$ cat src/rtl/core/fcdma_pkg.sv
// Package for the four-channel DMA controller: actions, register selects,
// control bit positions, address step modes, item and result types. No dependencies.
package fcdma_pkg;

  localparam int CHANNEL_COUNT_DEF = 4;
  localparam int COUNT_BITS_DEF    = 21;

  localparam logic [31:0] ADDR_MASK = 32'h0FFF_FFFF;

  typedef enum logic [1:0] {
    ACT_WRITE = 2'd0,
    ACT_READ  = 2'd1,
    ACT_REQ   = 2'd2,
    ACT_TICK  = 2'd3
  } action_t;

  typedef enum logic [1:0] {
    SEL_SRC  = 2'd0,
    SEL_DST  = 2'd1,
    SEL_CTL  = 2'd2,
    SEL_FILL = 2'd3
  } sel_t;

  // Address step modes
  localparam logic [1:0] MODE_INC    = 2'd0;
  localparam logic [1:0] MODE_DEC    = 2'd1;
  localparam logic [1:0] MODE_FIXED  = 2'd2;
  localparam logic [1:0] MODE_RELOAD = 2'd3;

  localparam int BIT_DMODE  = 21;
  localparam int BIT_SMODE  = 23;
  localparam int BIT_REPEAT = 25;
  localparam int BIT_WORD   = 26;
  localparam int BIT_TIMING = 27;
  localparam int BIT_IRQ    = 30;
  localparam int BIT_ENABLE = 31;

  localparam logic [2:0] TIMING_IMMEDIATE = 3'd0;

  typedef struct packed {
    logic [1:0]  action;
    logic [1:0]  channel;
    logic [1:0]  reg_select;
    logic [31:0] write_data;
    logic [31:0] write_bits;
    logic [2:0]  request_timing;
  } item_t;

  typedef struct packed {
    logic [31:0] read_data;
    logic        copy_valid;
    logic [31:0] copy_source;
    logic [31:0] copy_dest;
    logic        copy_is_word;
    logic [3:0]  irq_raise;
    logic        busy_res;
  } result_t;

  // One address step by mode and unit size, modulo 2^32
  function automatic logic [31:0] step_addr(input logic [31:0] a, input logic [1:0] mode,
                                            input logic word);
    logic [31:0] mag;
    mag = word ? 32'd4 : 32'd2;
    unique case (mode)
      MODE_INC, MODE_RELOAD: step_addr = a + mag;
      MODE_DEC:              step_addr = a - mag;
      default:               step_addr = a;
    endcase
  endfunction

endpackage

$ cat src/rtl/core/fcdma_if.sv
// Valid/ready channel interface carrying one payload.
// Depends on nothing; payload type given as a parameter.
interface fcdma_if #(parameter type payload_t = logic) (input logic clk);
  logic     valid;
  logic     ready;
  payload_t data;
  modport source (output valid, output data, input ready);
  modport sink   (input valid, input data, output ready);
endinterface

$ cat src/rtl/core/fcdma_front.sv
// Front end: accepts transactions into a two-entry queue toward the engine.
// Depends on fcdma_pkg.
module fcdma_front (
  input  logic                 clk,
  input  logic                 rst_n,
  input  logic                 in_valid,
  output logic                 in_ready,
  input  fcdma_pkg::item_t     in_data,
  output logic                 q_valid,
  input  logic                 q_ready,
  output fcdma_pkg::item_t     q_data
);
  fcdma_pkg::item_t mem_r [2];
  logic             wp_r, wp_nxt, rp_r, rp_nxt;
  logic [1:0]       cnt_r, cnt_nxt;
  logic             push, pop;

  assign in_ready = (cnt_r != 2'd2);
  assign push     = in_valid && in_ready;
  assign q_valid  = (cnt_r != 2'd0);
  assign pop      = q_valid && q_ready;
  assign q_data   = mem_r[rp_r];

  // pointer and fill update
  always_comb begin
    wp_nxt  = push ? ~wp_r : wp_r;
    rp_nxt  = pop ? ~rp_r : rp_r;
    cnt_nxt = cnt_r + {1'b0, push} - {1'b0, pop};
  end

  always_ff @(posedge clk) begin
    if (!rst_n) begin
      wp_r  <= 1'b0;
      rp_r  <= 1'b0;
      cnt_r <= 2'd0;
    end else begin
      wp_r  <= wp_nxt;
      rp_r  <= rp_nxt;
      cnt_r <= cnt_nxt;
    end
  end

  always_ff @(posedge clk) begin
    if (push) mem_r[wp_r] <= in_data;
  end

  a_no_overflow: assert property (@(posedge clk) disable iff (!rst_n)
    cnt_r == 2'd2 |-> !push) else $error("queue overflow");
  a_fill_track: assert property (@(posedge clk) disable iff (!rst_n)
    push && !pop && cnt_r != 2'd2 |=> cnt_r == $past(cnt_r) + 2'd1)
    else $error("fill count slip");
  a_drain: assert property (@(posedge clk) disable iff (!rst_n)
    pop && !push |=> cnt_r == $past(cnt_r) - 2'd1) else $error("drain slip");
endmodule

$ cat src/rtl/core/fcdma_engine.sv
// Back end: channel registers, pending mask, transfer engine, output register.
// Depends on fcdma_pkg.
module fcdma_engine #(
  parameter int CHANNEL_COUNT = fcdma_pkg::CHANNEL_COUNT_DEF,
  parameter int COUNT_BITS    = fcdma_pkg::COUNT_BITS_DEF
) (
  input  logic                 clk,
  input  logic                 rst_n,
  input  logic                 q_valid,
  output logic                 q_ready,
  input  fcdma_pkg::item_t     q_data,
  output logic                 out_valid,
  input  logic                 out_ready,
  output fcdma_pkg::result_t   out_data
);
  localparam int CW = (CHANNEL_COUNT > 1) ? $clog2(CHANNEL_COUNT) : 1;
  localparam int UW = COUNT_BITS + 1;

  logic [27:0]          src_r  [CHANNEL_COUNT];
  logic [27:0]          dst_r  [CHANNEL_COUNT];
  logic [31:0]          ctl_r  [CHANNEL_COUNT];
  logic [31:0]          fill_r [CHANNEL_COUNT];
  logic [31:0]          ls_r   [CHANNEL_COUNT];
  logic [31:0]          ld_r   [CHANNEL_COUNT];
  logic [UW-1:0]        ul_r   [CHANNEL_COUNT];
  logic [CHANNEL_COUNT-1:0] pend_r;

  logic [27:0]          src_nxt  [CHANNEL_COUNT];
  logic [27:0]          dst_nxt  [CHANNEL_COUNT];
  logic [31:0]          ctl_nxt  [CHANNEL_COUNT];
  logic [31:0]          fill_nxt [CHANNEL_COUNT];
  logic [31:0]          ls_nxt   [CHANNEL_COUNT];
  logic [31:0]          ld_nxt   [CHANNEL_COUNT];
  logic [UW-1:0]        ul_nxt   [CHANNEL_COUNT];
  logic [CHANNEL_COUNT-1:0] pend_nxt;

  fcdma_pkg::result_t   res_r, res_nxt;
  logic                 ov_r, ov_nxt;
  logic                 take;

  // output register: refills while the taker drains it
  assign q_ready   = !ov_r || out_ready;
  assign take      = q_valid && q_ready;
  assign out_valid = ov_r;
  assign out_data  = res_r;

  function automatic logic [UW-1:0] run_len(input logic [31:0] c);
    logic [COUNT_BITS-1:0] n;
    n = c[COUNT_BITS-1:0];
    run_len = (n == '0) ? {1'b1, {COUNT_BITS{1'b0}}} : {1'b0, n};
  endfunction

  // one transaction of work
  always_comb begin
    logic [CW:0]   pick;
    logic          found;
    logic [31:0]   c, cn;
    logic [31:0]   m;
    logic [UW-1:0] ul;
    logic [CW-1:0] ch;
    logic          ch_ok;
    src_nxt  = src_r;
    dst_nxt  = dst_r;
    ctl_nxt  = ctl_r;
    fill_nxt = fill_r;
    ls_nxt   = ls_r;
    ld_nxt   = ld_r;
    ul_nxt   = ul_r;
    pend_nxt = pend_r;
    res_nxt  = '0;
    pick     = '0;
    found    = 1'b0;
    c        = '0;
    cn       = '0;
    m        = '0;
    ul       = '0;
    ch       = q_data.channel[CW-1:0];
    ch_ok    = ({30'd0, q_data.channel} < CHANNEL_COUNT);
    unique case (fcdma_pkg::action_t'(q_data.action))
      fcdma_pkg::ACT_WRITE: begin
        if (ch_ok) begin
          unique case (fcdma_pkg::sel_t'(q_data.reg_select))
            fcdma_pkg::SEL_SRC: begin
              m = q_data.write_bits & fcdma_pkg::ADDR_MASK;
              src_nxt[ch] = (q_data.write_data[27:0] & m[27:0]) | (src_r[ch] & ~m[27:0]);
            end
            fcdma_pkg::SEL_DST: begin
              m = q_data.write_bits & fcdma_pkg::ADDR_MASK;
              dst_nxt[ch] = (q_data.write_data[27:0] & m[27:0]) | (dst_r[ch] & ~m[27:0]);
            end
            fcdma_pkg::SEL_CTL: begin
              cn = (q_data.write_data & q_data.write_bits) | (ctl_r[ch] & ~q_data.write_bits);
              ctl_nxt[ch] = cn;
              if (!cn[fcdma_pkg::BIT_ENABLE]) begin
                pend_nxt[ch] = 1'b0;
              end else if (!ctl_r[ch][fcdma_pkg::BIT_ENABLE]) begin
                ls_nxt[ch] = {4'd0, src_r[ch]};
                ld_nxt[ch] = {4'd0, dst_r[ch]};
                ul_nxt[ch] = run_len(cn);
                if (cn[fcdma_pkg::BIT_TIMING +: 3] == fcdma_pkg::TIMING_IMMEDIATE)
                  pend_nxt[ch] = 1'b1;
              end
            end
            default: begin
              fill_nxt[ch] = (q_data.write_data & q_data.write_bits) |
                             (fill_r[ch] & ~q_data.write_bits);
            end
          endcase
        end
      end
      fcdma_pkg::ACT_READ: begin
        if (ch_ok) begin
          unique case (fcdma_pkg::sel_t'(q_data.reg_select))
            fcdma_pkg::SEL_SRC: res_nxt.read_data = {4'd0, src_r[ch]};
            fcdma_pkg::SEL_DST: res_nxt.read_data = {4'd0, dst_r[ch]};
            fcdma_pkg::SEL_CTL: res_nxt.read_data = ctl_r[ch];
            default:            res_nxt.read_data = fill_r[ch];
          endcase
        end
      end
      fcdma_pkg::ACT_REQ: begin
        for (int i = 0; i < CHANNEL_COUNT; i++) begin
          if (ctl_r[i][fcdma_pkg::BIT_ENABLE] &&
              ctl_r[i][fcdma_pkg::BIT_TIMING +: 3] == q_data.request_timing)
            pend_nxt[i] = 1'b1;
        end
      end
      default: begin
        // lowest pending channel wins
        for (int i = CHANNEL_COUNT - 1; i >= 0; i--) begin
          if (pend_r[i]) begin
            found = 1'b1;
            pick  = (CW+1)'(i);
          end
        end
        if (found) begin
          c  = ctl_r[pick[CW-1:0]];
          ul = ul_r[pick[CW-1:0]];
          if (ul != '0) begin
            res_nxt.copy_valid   = 1'b1;
            res_nxt.copy_source  = ls_r[pick[CW-1:0]];
            res_nxt.copy_dest    = ld_r[pick[CW-1:0]];
            res_nxt.copy_is_word = c[fcdma_pkg::BIT_WORD];
            ls_nxt[pick[CW-1:0]] = fcdma_pkg::step_addr(ls_r[pick[CW-1:0]],
                c[fcdma_pkg::BIT_SMODE +: 2], c[fcdma_pkg::BIT_WORD]);
            ld_nxt[pick[CW-1:0]] = fcdma_pkg::step_addr(ld_r[pick[CW-1:0]],
                c[fcdma_pkg::BIT_DMODE +: 2], c[fcdma_pkg::BIT_WORD]);
            ul = ul - UW'(1);
          end
          ul_nxt[pick[CW-1:0]] = ul;
          if (ul == '0) begin
            pend_nxt[pick[CW-1:0]] = 1'b0;
            if (c[fcdma_pkg::BIT_REPEAT] &&
                c[fcdma_pkg::BIT_TIMING +: 3] != fcdma_pkg::TIMING_IMMEDIATE) begin
              if (c[fcdma_pkg::BIT_DMODE +: 2] == fcdma_pkg::MODE_RELOAD)
                ld_nxt[pick[CW-1:0]] = {4'd0, dst_r[pick[CW-1:0]]};
              ul_nxt[pick[CW-1:0]] = run_len(c);
            end else begin
              ctl_nxt[pick[CW-1:0]] = {1'b0, c[30:0]};
            end
            // only the first four channels have an interrupt line
            if (c[fcdma_pkg::BIT_IRQ] && (int'(pick) < 4))
              res_nxt.irq_raise = 4'd1 << pick[1:0];
          end
        end
      end
    endcase
    res_nxt.busy_res = (pend_nxt != '0);
    ov_nxt = take ? 1'b1 : (out_ready ? 1'b0 : ov_r);
  end

  always_ff @(posedge clk) begin
    if (!rst_n) begin
      pend_r <= '0;
      ov_r   <= 1'b0;
      for (int i = 0; i < CHANNEL_COUNT; i++) begin
        src_r[i] <= '0; dst_r[i] <= '0; ctl_r[i] <= '0; fill_r[i] <= '0;
        ls_r[i]  <= '0; ld_r[i]  <= '0; ul_r[i]  <= '0;
      end
    end else begin
      ov_r <= ov_nxt;
      if (take) begin
        pend_r <= pend_nxt;
        src_r  <= src_nxt;  dst_r <= dst_nxt; ctl_r <= ctl_nxt; fill_r <= fill_nxt;
        ls_r   <= ls_nxt;   ld_r  <= ld_nxt;  ul_r  <= ul_nxt;
      end
    end
  end

  always_ff @(posedge clk) begin
    if (take) res_r <= res_nxt;
  end

  a_hold: assert property (@(posedge clk) disable iff (!rst_n)
    ov_r && !out_ready |=> ov_r && $stable(res_r)) else $error("result lost");
  a_irq_onehot: assert property (@(posedge clk) disable iff (!rst_n)
    ov_r |-> $onehot0(res_r.irq_raise)) else $error("irq not one-hot");
  a_busy: assert property (@(posedge clk) disable iff (!rst_n)
    take |=> res_r.busy_res == (pend_r != '0)) else $error("busy mismatch");
  a_copy_tick: assert property (@(posedge clk) disable iff (!rst_n)
    take && q_data.action != fcdma_pkg::ACT_TICK |=> !res_r.copy_valid)
    else $error("copy outside tick");
endmodule

$ cat src/rtl/core/four_channel_dma_controller_unit.sv
// Four-channel DMA controller: top level joining the front queue and engine.
// Depends on fcdma_pkg, fcdma_if, fcdma_front, fcdma_engine.
//
// Usage: the input channel (in_*) takes one transaction per cycle while in_ready is high: a masked
// register write, a register read, a start-timing request or a transfer tick.
// Every transaction gives exactly one result on the output channel (out_*):
// read data, the unit transfer issued by a tick, an interrupt and busy flag.
// A result passes through the queue and then the engine's output register;
// throughput is one transaction per cycle while the receiver keeps up, as the
// engine updates its channel registers from each transaction as it is taken.
// Reset (rst_n low, synchronous) clears all channel registers, live addresses,
// unit counters and pending bits, and empties the queue and output register.
// When the receiver stalls, the result holds, the engine stops and the two-entry
// queue fills; in_ready falls once it is full and rises as results drain.
module four_channel_dma_controller_unit #(
  parameter int CHANNEL_COUNT = fcdma_pkg::CHANNEL_COUNT_DEF,
  parameter int COUNT_BITS    = fcdma_pkg::COUNT_BITS_DEF
) (
  input logic clk,
  input logic rst_n,
  fcdma_if.sink   in_ch,
  fcdma_if.source out_ch
);
  logic              q_valid, q_ready;
  fcdma_pkg::item_t  q_data;

  fcdma_front u_front (
    .clk, .rst_n,
    .in_valid (in_ch.valid), .in_ready (in_ch.ready), .in_data (in_ch.data),
    .q_valid, .q_ready, .q_data
  );

  fcdma_engine #(.CHANNEL_COUNT(CHANNEL_COUNT), .COUNT_BITS(COUNT_BITS)) u_engine (
    .clk, .rst_n,
    .q_valid, .q_ready, .q_data,
    .out_valid (out_ch.valid), .out_ready (out_ch.ready), .out_data (out_ch.data)
  );
endmodule

$ cat src/flat_wrapper.sv
// flat-port wrapper written by rule: the top's interface ports become plain ports
module four_channel_dma_controller_unit_flat 
#(
  parameter int CHANNEL_COUNT = fcdma_pkg::CHANNEL_COUNT_DEF,
  parameter int COUNT_BITS    = fcdma_pkg::COUNT_BITS_DEF
)
  (clk, rst_n, in_ch_valid, in_ch_data, in_ch_ready, out_ch_valid, out_ch_data, out_ch_ready);
  fcdma_if #(.payload_t(fcdma_pkg::item_t)) in_ch_i (.clk(clk));
  fcdma_if #(.payload_t(fcdma_pkg::result_t)) out_ch_i (.clk(clk));
  input logic clk;
  input logic rst_n;
  input wire logic [$bits(in_ch_i.valid)-1:0] in_ch_valid;
  input wire logic [$bits(in_ch_i.data)-1:0] in_ch_data;
  output wire logic [$bits(in_ch_i.ready)-1:0] in_ch_ready;
  output wire logic [$bits(out_ch_i.valid)-1:0] out_ch_valid;
  output wire logic [$bits(out_ch_i.data)-1:0] out_ch_data;
  input wire logic [$bits(out_ch_i.ready)-1:0] out_ch_ready;
  assign in_ch_i.valid = in_ch_valid;
  assign in_ch_i.data = in_ch_data;
  assign in_ch_ready = in_ch_i.ready;
  assign out_ch_valid = out_ch_i.valid;
  assign out_ch_data = out_ch_i.data;
  assign out_ch_i.ready = out_ch_ready;
  four_channel_dma_controller_unit #(.CHANNEL_COUNT(CHANNEL_COUNT), .COUNT_BITS(COUNT_BITS)) u_core (.clk(clk), .rst_n(rst_n), .in_ch(in_ch_i), .out_ch(out_ch_i));
endmodule
$ cat config.mk
export PLATFORM = sky130hd
export DESIGN_NAME = four_channel_dma_controller_unit_flat
export DESIGN_NICKNAME = d
export VERILOG_FILES = /design/src/rtl/core/fcdma_pkg.sv /design/src/rtl/core/fcdma_if.sv /design/src/rtl/core/fcdma_front.sv /design/src/rtl/core/fcdma_engine.sv /design/src/rtl/core/four_channel_dma_controller_unit.sv /design/src/flat_wrapper.sv
export SDC_FILE = /design/constraint.sdc
export NUM_CORES = 2
export LEC_CHECK = 0
export ABC_AREA = 1
export BUFFER_PORTS_ARGS = -buffer_cell sky130_fd_sc_hd__buf_4
export CORE_AREA = 2 2 404 406
export DETAILED_ROUTE_END_ITERATION = 8
export DIE_AREA = 0 0 406 408
export SYNTH_ARGS = -nofsm -noshare
export SYNTH_HDL_FRONTEND = slang
export SYNTH_SLANG_ARGS = --single-unit
$ cat constraint.sdc
create_clock -name clk -period 12 [get_ports clk]
set_input_delay 1.8 -clock clk [delete_from_list [all_inputs] [get_ports clk]]
set_output_delay 1.8 -clock clk [all_outputs]
set_load 0.005 [all_outputs]
==> results.md <==
- Status: finished clean
- R2R Setup Slk: 4.54 ns
- Initial core utilization: 39.62%
- R2r worst-path depth: 21
- Post-DP HPWL: 183.3 mm
- Crit-path max cell delay: 0.92 ns
- Relative slew slack: 7.982%
- Required @ worst endpoint: 12.63 ns
- Routed Antenna Nets: 0
- Synthesis-stage register bit count: 1083
- FFs w/ async S/R, synth: 0%
- Final nets: 9684
- Seq/Total Area, Yosys: 37.74%
- # IOs: 182
- FF-to-FF End: u_core.u_engine.ld_r[29]
- Worst-Margin Slew: 1.366 ns
- Final Wtd Congestion: 0.9793
- DRC: 0
- Initial antenna violation count: 6
- Port bufs: 181
- Post-synthesis cell count: 9711
- Final Hold Fails: 0
- Area of the multi-input gates: 32100 µm²
- Pre-CTS WS: 4.850 ns
- DR pass1 iterations: 9
- Post-synth cell types: 61
- # fillers: 16671
- Leading post-synthesis cells by instance count: nand2_1 (2096), inv_1 (1385), a21oi_1 (1058), o21ai_0 (935), dfxtp_1 (834)
- Initial DRC Count: 9184
- Slowest-stage cell, CP: nand3_2
- Non-Filler Instances: 11851
- Worst path depth: 21
- Dpl cells: 11606
- # Max-Cap Violations: 0
- Layout area overhead: 11.84%
- First-pass GRT wire length: 407.6 mm
- WL per Instance: 23.47 µm
- CP Buf/Inv Count: 3
- Largest delay share family, worst path: simple AND/OR/NAND/NOR gates
- Worst path arrival time: 8.09 ns
- Kind of critical path: register to register
- Largest net degree at the start of global routing: 116
- Minimum clock period: 7.461 ns
- Ys flop type: dfxtp_1
- Worst path most repeated cell: nand2_1
- Synthesized Nets: 9829
- Post-route setup TNS: 0 ns
- CTS Root Cell: clkbuf_16
- Chip height: 408 µm
- Share of layout cells above drive strength 1: 7.661%
- Synth warnings: 0
- CTS max path bufs: 3
- Startpoint class of the critical path: register
- Final hold slack: 0.4520 ns
- Period utilization: 62.18%
- Final wirelength: 278.1 mm
- Crit end category: register
- Clock latency at the later pin of the worst-skew pair: 0.82 ns
- H-tree Lvls: 4
- Mean Syn Cell Area: 6.596 µm²
- Clock Skews: 0.06365 ns
- Max FO, Critical Path: 50
- CP startpoint: u_core.u_engine.pend_r[0]
- GRT Overall Usage: 32.36%
- Core Footprint: 161700 µm²
- Area leader, netlist: dfxtp_1
- Vias in the first global route: 63119
- Seq. cell area: 24180 µm²
- CP cell instances: nor2_4, nand2_2, nand2_4, clkinv_2, nand2_1, nand3_1, nor2_1, nand2_1, nor2_2, nand3_2, nand2_1, nand2_1, a21oi_1, nand2_1, nor2_4, buf_4, nand3_2, nand2_1, inv_1, nand3_1, a21oi_1
- Number of buffers inserted during clock tree synthesis: 132
- Area contributors post-synth: dfxtp_1 (26%), nand2_1 (12%), edfxtp_1 (12%), a21oi_1 (8.3%), inv_1 (8.1%)
- Synth Cell Area: 64050 µm²
- Via count: 68890
- Number of enable flip-flop cells after synthesis: 249
- Final setup viols: 0
- Reg clk slew, reported paths: 0.06 ns
- Remaining Overflow, GRT: 0
- Post-cts resize count: 0
- Max Fclk: 134.0 MHz
- Most frequent cell after synthesis: nand2_1
- Post-DR vias/cell: 5.813
- Floorplan row count: 148
- CTS tree: built
- Number of setup buffers added after CTS: 0
- Clock sinks: 1083
- Die area: 165600 µm²
- RSZ-0062 raised after global routing: no
- Worst setup path end: u_core.u_engine.ld_r[29]
- Worst reg2reg path startpoint: u_core.u_engine.pend_r[0]
- Hold Path Class: register to register
- Die X: 406 µm
- CTS Hold Buffers Added: 0
- Final slew viol count: 0
- Top cell type's share of synthesized area: 26.07%
- Slack of the critical path: 4.539 ns
-- cell usage in the layout, fill, tap and decap left out, drive strengths merged, types with 30 or more instances in the layout --
cell type  instances
a211oi            31
a21oi           1058
a221oi           128
a22oi             58
buf              379
clkbuf           174
clkinv            63
dfxtp            834
edfxtp           249
ha                41
inv             1406
nand2           2105
nand3            527
nand4            158
nor2             838
nor3              30
o21ai           1026
o221ai            71
o22ai            273
or2               36
-- layer usage --
layer,up-vias,wire [µm],global-route usage [%]
li1,31936,-,-
met1,31992,110600,42.63
met2,4193,116400,47.88
met3,767,34560,8.609
met4,2,16500,17.72
met5,-,18,0
-- cell type report --
cell class	instances	share of cell area [%]
well taps	2175	3.799
flip-flops and latches	1083	33.75
inverters	1413	7.427
clock inverters	66	1.029
multi-input cells	6557	44.81
repair buffers	379	4.017
clock buffers	174	5.158
diodes	4	0.01397
-- kinds of logic after synthesis --
| logic type | share of synthesized area [%] |
|---|---|
| multiplexers | 0.1250 |
| XOR/XNOR | 0.4786 |
| adder cells (fa/ha/maj) | 0.8009 |
| flip-flops | 37.74 |
| buffers and inverters | 12.70 |
| AND/OR/NAND/NOR | 24.01 |
| AO/OA/AOI/OAI | 24.14 |
-- how the worst min path moves through the flow --
stage	from	endpoint	slack, ns	depth (start not counted)
floorplan	u_core.u_front.rp_r	register	0.43	1
global placement	u_core.u_front.rp_r	u_core.u_front.rp_r	0.44	1
detailed placement	u_core.u_front.rp_r	register	0.44	1
CTS	u_core.u_front.rp_r	u_core.u_front.rp_r	0.45	1
global route	u_core.u_engine.ls_r[33]	u_core.u_engine.ls_r[33]	0.47	2
finish	u_core.u_front.rp_r	u_core.u_front.rp_r	0.45	1
-- metrics by stage --
stage | utilization, % | cell area (µm²)
4_1_cts | 44.30 | 71620
2_1_floorplan | - | 64050
3_3_place_gp | 41.56 | 67190
6_report | 44.31 | 71640
3_5_place_dp | 41.56 | 67190
5_1_grt | 44.31 | 71630
-- sequential cells by signal, indices dropped and copies added (netlist names), named ones only --
register and count:
u_core.u_front.cnt_r 2, u_core.u_engine.src_r 112, u_core.u_engine.out_data 103, u_core.u_front.rp_r 1, u_core.u_front.mem_r 146, u_core.u_engine.out_valid 1, u_core.u_engine.ls_r 128, u_core.u_engine.fill_r 128
u_core.u_engine.ld_r 128, u_core.u_front.wp_r 1, u_core.u_engine.ctl_r 128, u_core.u_engine.pend_r 4, u_core.u_engine.dst_r 112, u_core.u_engine.ul_r 88
Power is not shown: default switching activity piles up to over one toggle a cycle in this logic, so the estimate is an artifact.
